**src/sv/bsq_pkg.sv**
```systemverilog
`timescale 1ns / 1ps

package bsq_pkg;

	localparam int DEF_QUEUE_DEPTH = 16;
	localparam int DEF_NUM_BANDS   = 3;

	localparam int PRIO_W = 8;
	localparam int TIME_W = 16;
	localparam int CFG_W  = 8;
	localparam int CFG_IDX_W = 2;

	// operation codes
	localparam logic OP_INSERT = 1'b0;
	localparam logic OP_POP    = 1'b1;

	// status codes
	localparam logic [1:0] ST_OK    = 2'd0;
	localparam logic [1:0] ST_RANGE = 2'd1;
	localparam logic [1:0] ST_EMPTY = 2'd2;
	localparam logic [1:0] ST_FULL  = 2'd3;

	// configuration register indexes
	localparam logic [CFG_IDX_W-1:0] REG_BAND_ZERO_LIMIT = 2'd0;
	localparam logic [CFG_IDX_W-1:0] REG_BAND_ONE_LIMIT  = 2'd1;
	localparam logic [CFG_IDX_W-1:0] REG_BAND_TWO_LIMIT  = 2'd2;

	localparam logic [PRIO_W-1:0] RST_BAND_ZERO_LIMIT = 8'd10;
	localparam logic [PRIO_W-1:0] RST_BAND_ONE_LIMIT  = 8'd20;
	localparam logic [PRIO_W-1:0] RST_BAND_TWO_LIMIT  = 8'd30;

	typedef struct packed {
		logic              operation;
		logic [PRIO_W-1:0] priority_req;
		logic [TIME_W-1:0] task_time;
	} req_t;

	typedef struct packed {
		logic [1:0]        status;
		logic [1:0]        band;
		logic [PRIO_W-1:0] out_priority;
		logic [TIME_W-1:0] out_time;
	} rsp_t;

	typedef struct packed {
		logic [PRIO_W-1:0] prio;
		logic [TIME_W-1:0] ctime;
	} entry_t;

	typedef struct packed {
		logic take_new;
		logic take_prev;
		logic take_next;
	} cell_ctl_t;

endpackage

```
**src/sv/banded_sorted_priority_queue.sv**
```systemverilog
`timescale 1ns / 1ps

// Channel | Dir | Handshake              | Beat
// --------+-----+------------------------+------------------------------------------
// req     | in  | req_valid / req_stall  | operation, priority_req, task_time
// rsp     | out | rsp_valid / rsp_stall  | status, band, out_priority, out_time
// cfg     | in  | cfg_we                 | cfg_index, cfg_data (band limits)
//
// One request per cycle unless stalled. Each band is a row of cells that shifts for a
// sorted insert or a head pop; the response is in the output register the cycle after.
// req_stall is high while a response waits in the output register under rsp_stall.
// Reset clears the band counts and loads the limits 10, 20, 30; no clearing pass.

module banded_sorted_priority_queue #(
	parameter int QUEUE_DEPTH = bsq_pkg::DEF_QUEUE_DEPTH,
	parameter int NUM_BANDS   = bsq_pkg::DEF_NUM_BANDS
) (
	input  logic                                clk,
	input  logic                                arst_n,
	input  logic                                req_valid,
	output logic                                req_stall,
	input  bsq_pkg::req_t                       req,
	output logic                                rsp_valid,
	input  logic                                rsp_stall,
	output bsq_pkg::rsp_t                       rsp,
	input  logic                                cfg_we,
	input  logic [bsq_pkg::CFG_IDX_W-1:0]       cfg_index,
	input  logic [bsq_pkg::CFG_W-1:0]           cfg_data
);
	import bsq_pkg::*;

	localparam int BAND_W = (NUM_BANDS > 1) ? $clog2(NUM_BANDS) : 1;

	logic [PRIO_W-1:0] limit_q [3];
	logic [PRIO_W-1:0] band_limit [NUM_BANDS];
	entry_t            band_head  [NUM_BANDS];
	logic              band_empty [NUM_BANDS];
	logic              band_full  [NUM_BANDS];
	logic              band_ins   [NUM_BANDS];
	logic              band_pop   [NUM_BANDS];

	logic              accept;
	logic              found;
	logic [BAND_W-1:0] sel;
	entry_t            new_entry;
	rsp_t              result;
	rsp_t              rsp_q;
	logic              rsp_valid_q;

	always_ff @(posedge clk or negedge arst_n) begin
		if (!arst_n) begin
			limit_q[0] <= RST_BAND_ZERO_LIMIT;
			limit_q[1] <= RST_BAND_ONE_LIMIT;
			limit_q[2] <= RST_BAND_TWO_LIMIT;
		end else if (cfg_we) begin
			unique case (cfg_index)
				REG_BAND_ZERO_LIMIT: limit_q[0] <= cfg_data;
				REG_BAND_ONE_LIMIT:  limit_q[1] <= cfg_data;
				REG_BAND_TWO_LIMIT:  limit_q[2] <= cfg_data;
				default: ;
			endcase
		end
	end

	assign accept    = req_valid && !req_stall;
	assign new_entry = '{prio: req.priority_req, ctime: req.task_time};

	// first band whose limit covers the priority wins
	always_comb begin
		found = 1'b0;
		sel   = '0;
		for (int b = NUM_BANDS - 1; b >= 0; b--) begin
			if (req.priority_req <= band_limit[b]) begin
				found = 1'b1;
				sel   = BAND_W'(b);
			end
		end
	end

	for (genvar b = 0; b < NUM_BANDS; b++) begin : g_band
		localparam int LIM_IDX = (b < 2) ? b : 2;

		assign band_limit[b] = limit_q[LIM_IDX];
		assign band_ins[b]   = accept && found && (sel == BAND_W'(b)) &&
			(req.operation == OP_INSERT) && !band_full[b];
		assign band_pop[b]   = accept && found && (sel == BAND_W'(b)) &&
			(req.operation == OP_POP) && !band_empty[b];

		bsq_band #(
			.QUEUE_DEPTH (QUEUE_DEPTH)
		) u_band (
			.clk       (clk),
			.arst_n    (arst_n),
			.ins       (band_ins[b]),
			.pop       (band_pop[b]),
			.new_entry (new_entry),
			.head      (band_head[b]),
			.empty     (band_empty[b]),
			.full      (band_full[b])
		);
	end

	always_comb begin
		result              = '0;
		result.out_priority = (req.operation == OP_INSERT) ? req.priority_req : '0;
		if (!found) begin
			result.status = ST_RANGE;
		end else begin
			result.band = 2'(sel);
			if (req.operation == OP_POP) begin
				if (band_empty[sel]) begin
					result.status = ST_EMPTY;
				end else begin
					result.status       = ST_OK;
					result.out_priority = band_head[sel].prio;
					result.out_time     = band_head[sel].ctime;
				end
			end else if (band_full[sel]) begin
				result.status = ST_FULL;
			end else begin
				result.status = ST_OK;
			end
		end
	end

	always_ff @(posedge clk or negedge arst_n) begin
		if (!arst_n) begin
			rsp_valid_q <= 1'b0;
		end else if (accept) begin
			rsp_valid_q <= 1'b1;
		end else if (!rsp_stall) begin
			rsp_valid_q <= 1'b0;
		end
	end

	always_ff @(posedge clk) begin
		if (accept) begin
			rsp_q <= result;
		end
	end

	assign req_stall = rsp_valid_q && rsp_stall;
	assign rsp_valid = rsp_valid_q;
	assign rsp       = rsp_q;

endmodule

```
**src/sv/bsq_cell.sv**
```systemverilog
`timescale 1ns / 1ps

module bsq_cell (
	input  logic               clk,
	input  bsq_pkg::cell_ctl_t ctl,
	input  bsq_pkg::entry_t    new_entry,
	input  bsq_pkg::entry_t    prev_entry,
	input  bsq_pkg::entry_t    next_entry,
	output bsq_pkg::entry_t    entry,
	output logic               gt
);
	import bsq_pkg::*;

	entry_t entry_q;

	always_ff @(posedge clk) begin
		if (ctl.take_new) begin
			entry_q <= new_entry;
		end else if (ctl.take_prev) begin
			entry_q <= prev_entry;
		end else if (ctl.take_next) begin
			entry_q <= next_entry;
		end
	end

	assign entry = entry_q;
	assign gt    = entry_q.prio > new_entry.prio;

endmodule

```
**src/sv/bsq_band.sv**
```systemverilog
`timescale 1ns / 1ps

module bsq_band #(
	parameter int QUEUE_DEPTH = bsq_pkg::DEF_QUEUE_DEPTH
) (
	input  logic            clk,
	input  logic            arst_n,
	input  logic            ins,
	input  logic            pop,
	input  bsq_pkg::entry_t new_entry,
	output bsq_pkg::entry_t head,
	output logic            empty,
	output logic            full
);
	import bsq_pkg::*;

	localparam int CNT_W = $clog2(QUEUE_DEPTH + 1);

	logic [CNT_W-1:0] count_q;
	entry_t           cell_entry [QUEUE_DEPTH];
	logic             cell_gt    [QUEUE_DEPTH];
	logic             place      [QUEUE_DEPTH];

	for (genvar i = 0; i < QUEUE_DEPTH; i++) begin : g_cell
		cell_ctl_t ctl;
		entry_t    prev_e;
		entry_t    next_e;

		// a cell from the insert point up to the first free cell takes part in the
		// shift; entries are sorted, so this is monotonic up to that free cell
		assign place[i] = (CNT_W'(i) < count_q) ? cell_gt[i] : (CNT_W'(i) == count_q);

		if (i == 0) begin : g_first
			assign ctl.take_new  = ins && place[i];
			assign ctl.take_prev = 1'b0;
			assign prev_e        = new_entry;
		end else begin : g_rest
			assign ctl.take_new  = ins && place[i] && !place[i-1];
			assign ctl.take_prev = ins && place[i] && place[i-1];
			assign prev_e        = cell_entry[i-1];
		end

		if (i == QUEUE_DEPTH - 1) begin : g_last
			// hold the last cell on pop
			assign ctl.take_next = 1'b0;
			assign next_e        = cell_entry[i];
		end else begin : g_mid
			assign ctl.take_next = pop;
			assign next_e        = cell_entry[i+1];
		end

		bsq_cell u_cell (
			.clk        (clk),
			.ctl        (ctl),
			.new_entry  (new_entry),
			.prev_entry (prev_e),
			.next_entry (next_e),
			.entry      (cell_entry[i]),
			.gt         (cell_gt[i])
		);
	end

	always_ff @(posedge clk or negedge arst_n) begin
		if (!arst_n) begin
			count_q <= '0;
		end else if (ins) begin
			count_q <= count_q + CNT_W'(1);
		end else if (pop) begin
			count_q <= count_q - CNT_W'(1);
		end
	end

	assign head  = cell_entry[0];
	assign empty = count_q == '0;
	assign full  = count_q == CNT_W'(QUEUE_DEPTH);

endmodule

```
**config.mk**
```make
export PLATFORM = sky130hd
export DESIGN_NAME = banded_sorted_priority_queue
export DESIGN_NICKNAME = d
export VERILOG_FILES = /design/src/sv/bsq_pkg.sv /design/src/sv/banded_sorted_priority_queue.sv /design/src/sv/bsq_cell.sv /design/src/sv/bsq_band.sv
export SDC_FILE = /design/constraint.sdc
export NUM_CORES = 2
export LEC_CHECK = 0
export BUFFER_PORTS_ARGS = -buffer_cell sky130_fd_sc_hd__buf_2
export CORE_MARGIN = 4
export CORE_UTILIZATION = 35
export CTS_CLUSTER_DIAMETER = 40
export DETAILED_ROUTE_END_ITERATION = 10
export GPL_TIMING_DRIVEN = 0
export PLACE_DENSITY = 0.49
export SYNTH_ARGS = -nofsm -noshare
export SYNTH_HDL_FRONTEND = slang
export SYNTH_HIERARCHICAL = 1
export SYNTH_SLANG_ARGS = --single-unit
export TNS_END_PERCENT = 5
```
**constraint.sdc**
```tcl
create_clock -name clk -period 8.68 [get_ports clk]
set_clock_uncertainty 0.2 [all_clocks]
set_input_delay 1.736 -clock clk [delete_from_list [all_inputs] [get_ports clk]]
set_output_delay 1.736 -clock clk [all_outputs]
set_load 0.1 [all_outputs]
```
Yosys cells after proc, flatten, opt, wreduce, memory -nomap -nowiden. Cells that the tools add are included. W data, S select, Z words.

Bitwise operators: 3. Reduce and logical (&&, ||, !) cells: 268. $add $sub $neg: 6. Mux-type cells: 216. Magnitude comparators: 100. Equal/unequal tests: 53.

Operators by type and width (number): $mux W24 (143); $gt A8 B8 Y1 (48); $logic_and A1 B1 Y1 (156); $reduce_bool A3 Y1 (42); $eq A4 B5 Y1 const A (24); $lt A4 B5 Y1 const A (24); $eq A3 B5 Y1 const A (12); $lt A3 B5 Y1 const A (12); $mux W1 (57); $logic_not A1 Y1 (52); $bmux W24 S2 (1); $eq A2 B5 Y1 const A (6); $lt A1 B5 Y1 const A (6); $lt A2 B5 Y1 const A (6); $mux W5 (6); $le A8 B8 Y1 (3); $reduce_bool A2 Y1 (9); $add A5 B1 Y5 const B (3); $eq A1 B5 Y1 const A (3); $eq A5 B5 Y1 const B (3); $logic_not A5 Y1 (3); $sub A5 B1 Y5 const B (3); $mux W2 (6); $mux W8 (1); other kinds (10) (17).

Register bits: 1220. Output and inout port bits: 30. Input bits: 40. Logic and storage cells: 753.

Logic depth before layout (Yosys ltp).
Depth in word-level cells: 12. Mapped depth: 16. Mapped depth without buffers: 12.

Hierarchy. Netlist, hierarchy kept.

By module, submodules not included: bsq_cell (sequential area each 720.7 µm², cells each 132, area each 1452.6 µm², instances 48); banded_sorted_priority_queue (sequential area each 1476.4 µm², cells each 320, area each 3379.5 µm², instances 1); bsq_band at g_band[1].u_band ... (sequential area each 125.1 µm², cells each 142, area each 1118.6 µm², instances 2); bsq_band at g_band[0].u_band (sequential area each 125.1 µm², cells each 134, area each 1091.0 µm², instances 1).

Worst setup path before layout. Ideal clock, no wire load.

Path kind: in2reg. From: input port req[18] (netlist bit). To: register g_band[2].u_band.g_cell[2].u_cell.entry_q (netlist bit g_band[2].u_band/g_cell[2].u_cell/entry[0]), enable pin. Setup time: 0.381 ns. Stages on the path: 12. Data arrival time: 5.156 ns. Slack: 2.943 ns. Data required time: 8.099 ns. Buffers on the path: 3. Cells stage by stage: ha_1 > and4b_1 > a211oi_2 > o22ai_2 > a21o_1 > buf_2 > nor4_1 > inv_1 > clkbuf_1 > nor3b_1 > buf_4 > or3_1.

RTL lines: from (decl) (line banded_sorted_priority_queue.sv:22) `input bsq_pkg::req_t req,`; to (signal assigned) (line bsq_cell.sv:18) `entry_q <= new_entry;`; to (signal assigned) (line bsq_cell.sv:20) `entry_q <= prev_entry;`; to (signal assigned) (line bsq_cell.sv:22) `entry_q <= next_entry;`; to (decl) (line bsq_cell.sv:14) `entry_t entry_q;`.

==> impl_metrics.py <==
metrics = {
    "cells_and_area": {
        "nFillCells": 20532,
        "layout-area-overhead-vs-synth_pct": 16.3,
        "seqCellArea_um2": 36400,
        "fin_area_um2": 88900,
        "drive_above_1_share_pct": 11.1,
        "multi_input_area_um2": 34400,
        "nNetsFinal": 7856,
    },
    "yosys": {
        "netlist_top_cells_area": "edfxtp_1 46%, mux2i_1 15%, ha_1 6.9%",
        "netlist.area_leader.share_pct": 46.4,
        "netlist_area_um2": 76400,
        "netlist_instances": 7074,
        "ys_types": 94,
        "post-synth-top-area-cell": "edfxtp_1",
        "synth.ff_latch_count": 1220,
        "synth_common_cells": "1194 x nand2_1, 1180 x edfxtp_1, 1165 x mux2i_1, 1011 x o21ai_1, 425 x inv_1",
        "synth_edf_count": 1180,
        "avgSynthCellArea_um2": 10.8,
        "synth.most_common_cell": "nand2_1",
        "ys_async_sr_fraction_pct": 3.28,
        "synth-seq-area-share_pct": 47.7,
        "synth_ff_type": "edfxtp_1",
        "ys_warn_count": 6,
    },
    "grt": {
        "grt_max_degree": 79,
        "antenna_found_initial": 4,
        "grt_pass1_vias": 56665,
        "gr-total-overflow": 0,
        "grt_usage_pct": 20.2,
        "grt_pass1_wl_um": 352000,
    },
    "min_path": {
        "hold_depth": 2,
        "hp-class": "register to register",
        "whs_endpoint": "rsp_valid",
        "hold_start": "rsp_valid",
    },
    "floorplan": {
        "core_area_um2": 217000,
        "fp-row-count": 171,
        "die_h_um": 475,
        "die_width_um": 475,
        "dieArea_um2": 226000,
        "start_util_pct": 35.2,
        "ios": 70,
    },
    "clock_tree": {
        "cts_tree": "built",
        "clk_pin_slew_ns": 0.05,
        "cts_max_level": 4,
        "clk_path_buf_depth": 3,
        "cts.repair.resized": 0,
        "numCtsBuffers": 221,
        "postCtsSetupRepairBufs": 0,
        "cts-root-buf": "clkbuf_16",
        "cts_hold_buf": 0,
        "insertion_delay_ns": 0.84,
        "cts.sinks": 1220,
    },
    "sta": {
        "setup_viol_count_final": 0,
        "fin_crit_ns": 7.66,
        "max_freq_mhz": 130,
        "drv_slew": 0,
        "tightest_slew_ns": 1.40,
        "rsz0062_at_grt": "false",
        "slew_headroom_pct": 6.13,
        "hold_viol": 0,
        "post-route-period-util_pct": 88.3,
        "holdWs_ns": 0.303,
        "fin_ws_ns": 1.02,
    },
    "worst_setup_path": {
        "path_class": "primary input to register",
        "worstPathArrival_ns": 7.91,
        "reg2reg_to": "g_band[1].u_band/g_cell[14].u_cell/entry[6]",
        "required_ns": 8.92,
        "critPathMaxStageDelay_ns": 1.14,
        "crit_family": "simple AND/OR/NAND/NOR gates",
        "worstSetupStartpointType": "primary input",
        "regToRegSetupSlack_ns": 2.08,
        "cp_slowest_cell": "nor3_1",
        "critPathCaptureType": "register",
        "cp_num_buf_inv": 4,
        "crit_path_cell_trace": "buf_6, buf_16, ha_1, nand4_1, nor2_1, a211o_1, nand2_2, buf_2, nand3_1, nor3_1, o21ai_0, nor3_1, buf_4, or3_1",
        "r2r-start": "band_limit[12]",
        "crit_path_max_fanout": 78,
        "r2r_cells": 11,
        "cp_common_cell": "nor3_1",
    },
    "route": {
        "via_count": 55452,
        "wirelength_um": 232000,
        "wire_per_inst_um": 22.2,
        "ant_nets": 0,
        "drt_drc_violations_left": 0,
        "drt_iter0_markers": 4838,
        "vias_per_cell": 5.31,
        "drtPass1Iterations": 6,
    },
    "flow_run": {
        "max_cap_viol_count": 0,
    },
    "placed_design": {
        "hpwl_um": 174000,
        "place.gp.congestion": 0.886,
        "portBuffers": 69,
        "place_ws_ns": 0.175,
        "placed_cell_area_um2": 81000,
    },
    "power_and_ir_drop": {
        "cellPowerDensity_nw_per_um2": 229,
        "p_leak_nw": 29.9,
        "vdd_drop_max_mv": 0.167,
    },
    "outcome": {
        "outcome": "finished clean",
    },
}
==> report_power, final <==
part           total (W)  internal, W  switching [W]  leakage (nW)
combinational    0.00345      0.00119        0.00226          14.8
clock            0.00917      0.00600        0.00316          3.77
sequential       0.00771      0.00725       0.000459          11.3
==> layout by cell type (no fill, tap or decap), types with 53 or more instances in the layout <==
cell,Yosys,final
inv_1,425,425
ha_1,421,421
o21ai_1,1011,1011
nand2_1,1194,1194
o21ai_0,264,264
edfxtp_1,1180,1180
clkbuf_1,106,129
nor2b_1,53,53
and2_1,59,59
buf_6,59,71
buf_2,79,130
mux2i_1,1165,1165
buf_12,96,103
buf_4,55,67
nand4_1,60,60
clkbuf_16,0,224
a211oi_1,85,85
a21oi_1,91,91
nor2_1,79,79
==> state kept, by name, summed over array words and instances (netlist names) <==
name and count:
g_band.u_band/g_cell.u_cell/entry 1152, rsp 28, band_limit 24, g_band.u_band/count_q 15
rsp_valid 1
==> worst max-delay path by stage <==
stage                     startpoint                                            to  slack [ns]  cells past startpoint
after detailed placement     req[19]   g_band[1].u_band/g_cell[14].u_cell/entry[7]        0.18                     14
after floorplan              req[18]    g_band[2].u_band/g_cell[2].u_cell/entry[0]        2.94                     12
after CTS                    req[19]  g_band[1].u_band/g_cell[14].u_cell/entry[21]        1.10                     14
final                        req[19]   g_band[1].u_band/g_cell[14].u_cell/entry[6]        1.02                     14
after global routing         req[19]   g_band[1].u_band/g_cell[9].u_cell/entry[17]        0.64                     15
after global placement       req[16]  g_band[2].u_band/g_cell[14].u_cell/entry[18]       -3.16                     13
==> final cells by class <==
type | count | area share, %
diodes | 2 | 0.00563
flip-flops and latches | 1220 | 41.0
clock inverters | 169 | 2.45
inverters | 426 | 1.80
well taps | 2854 | 4.02
clock buffers | 247 | 6.40
repair buffers | 95 | 1.09
multi-input cells | 4984 | 38.7
plain buffers | 447 | 4.52
==> per-stage QoR <==
stage	util (%)	TNS (ns)	cells	power (W)
final	40.9	0	10444	0.0203
after global routing	40.9	0	10443	0.0212
after CTS	40.9	0	10441	0.0205
after floorplan	-	0	7077	0.00991
after global placement	37.0	-3525.48	10000	0.0111
after detailed placement	37.3	0	10025	0.0112
==> per-layer routing <==
layer  vias up  wire length, um  track usage, %
met1     26952           110000            28.9
met5         -                0               0
met4         0             4330            4.93
li1      26650                -               -
met3       308            13000            3.02
met2      1542           105000            32.1
==> worst min-delay path: stages, from the launching register on <==
cell and delay [ns]:
dfrtp_1 0.33, nand2_1 0.07, nand2b_1 0.07
==> cells by family after synthesis <==
kind of cell	count (synthesis)	share of synthesized area [%]
simple gates	1680	9.88
compound gates	1679	12.5
flops	1220	47.7
mux	1186	15.6
buf+inv	873	7.35
fa+ha+maj	421	6.89
xor+xnor	12	0.138
other cells	3	0.0147
No activity file was read; power rests on OpenSTA's default activity.
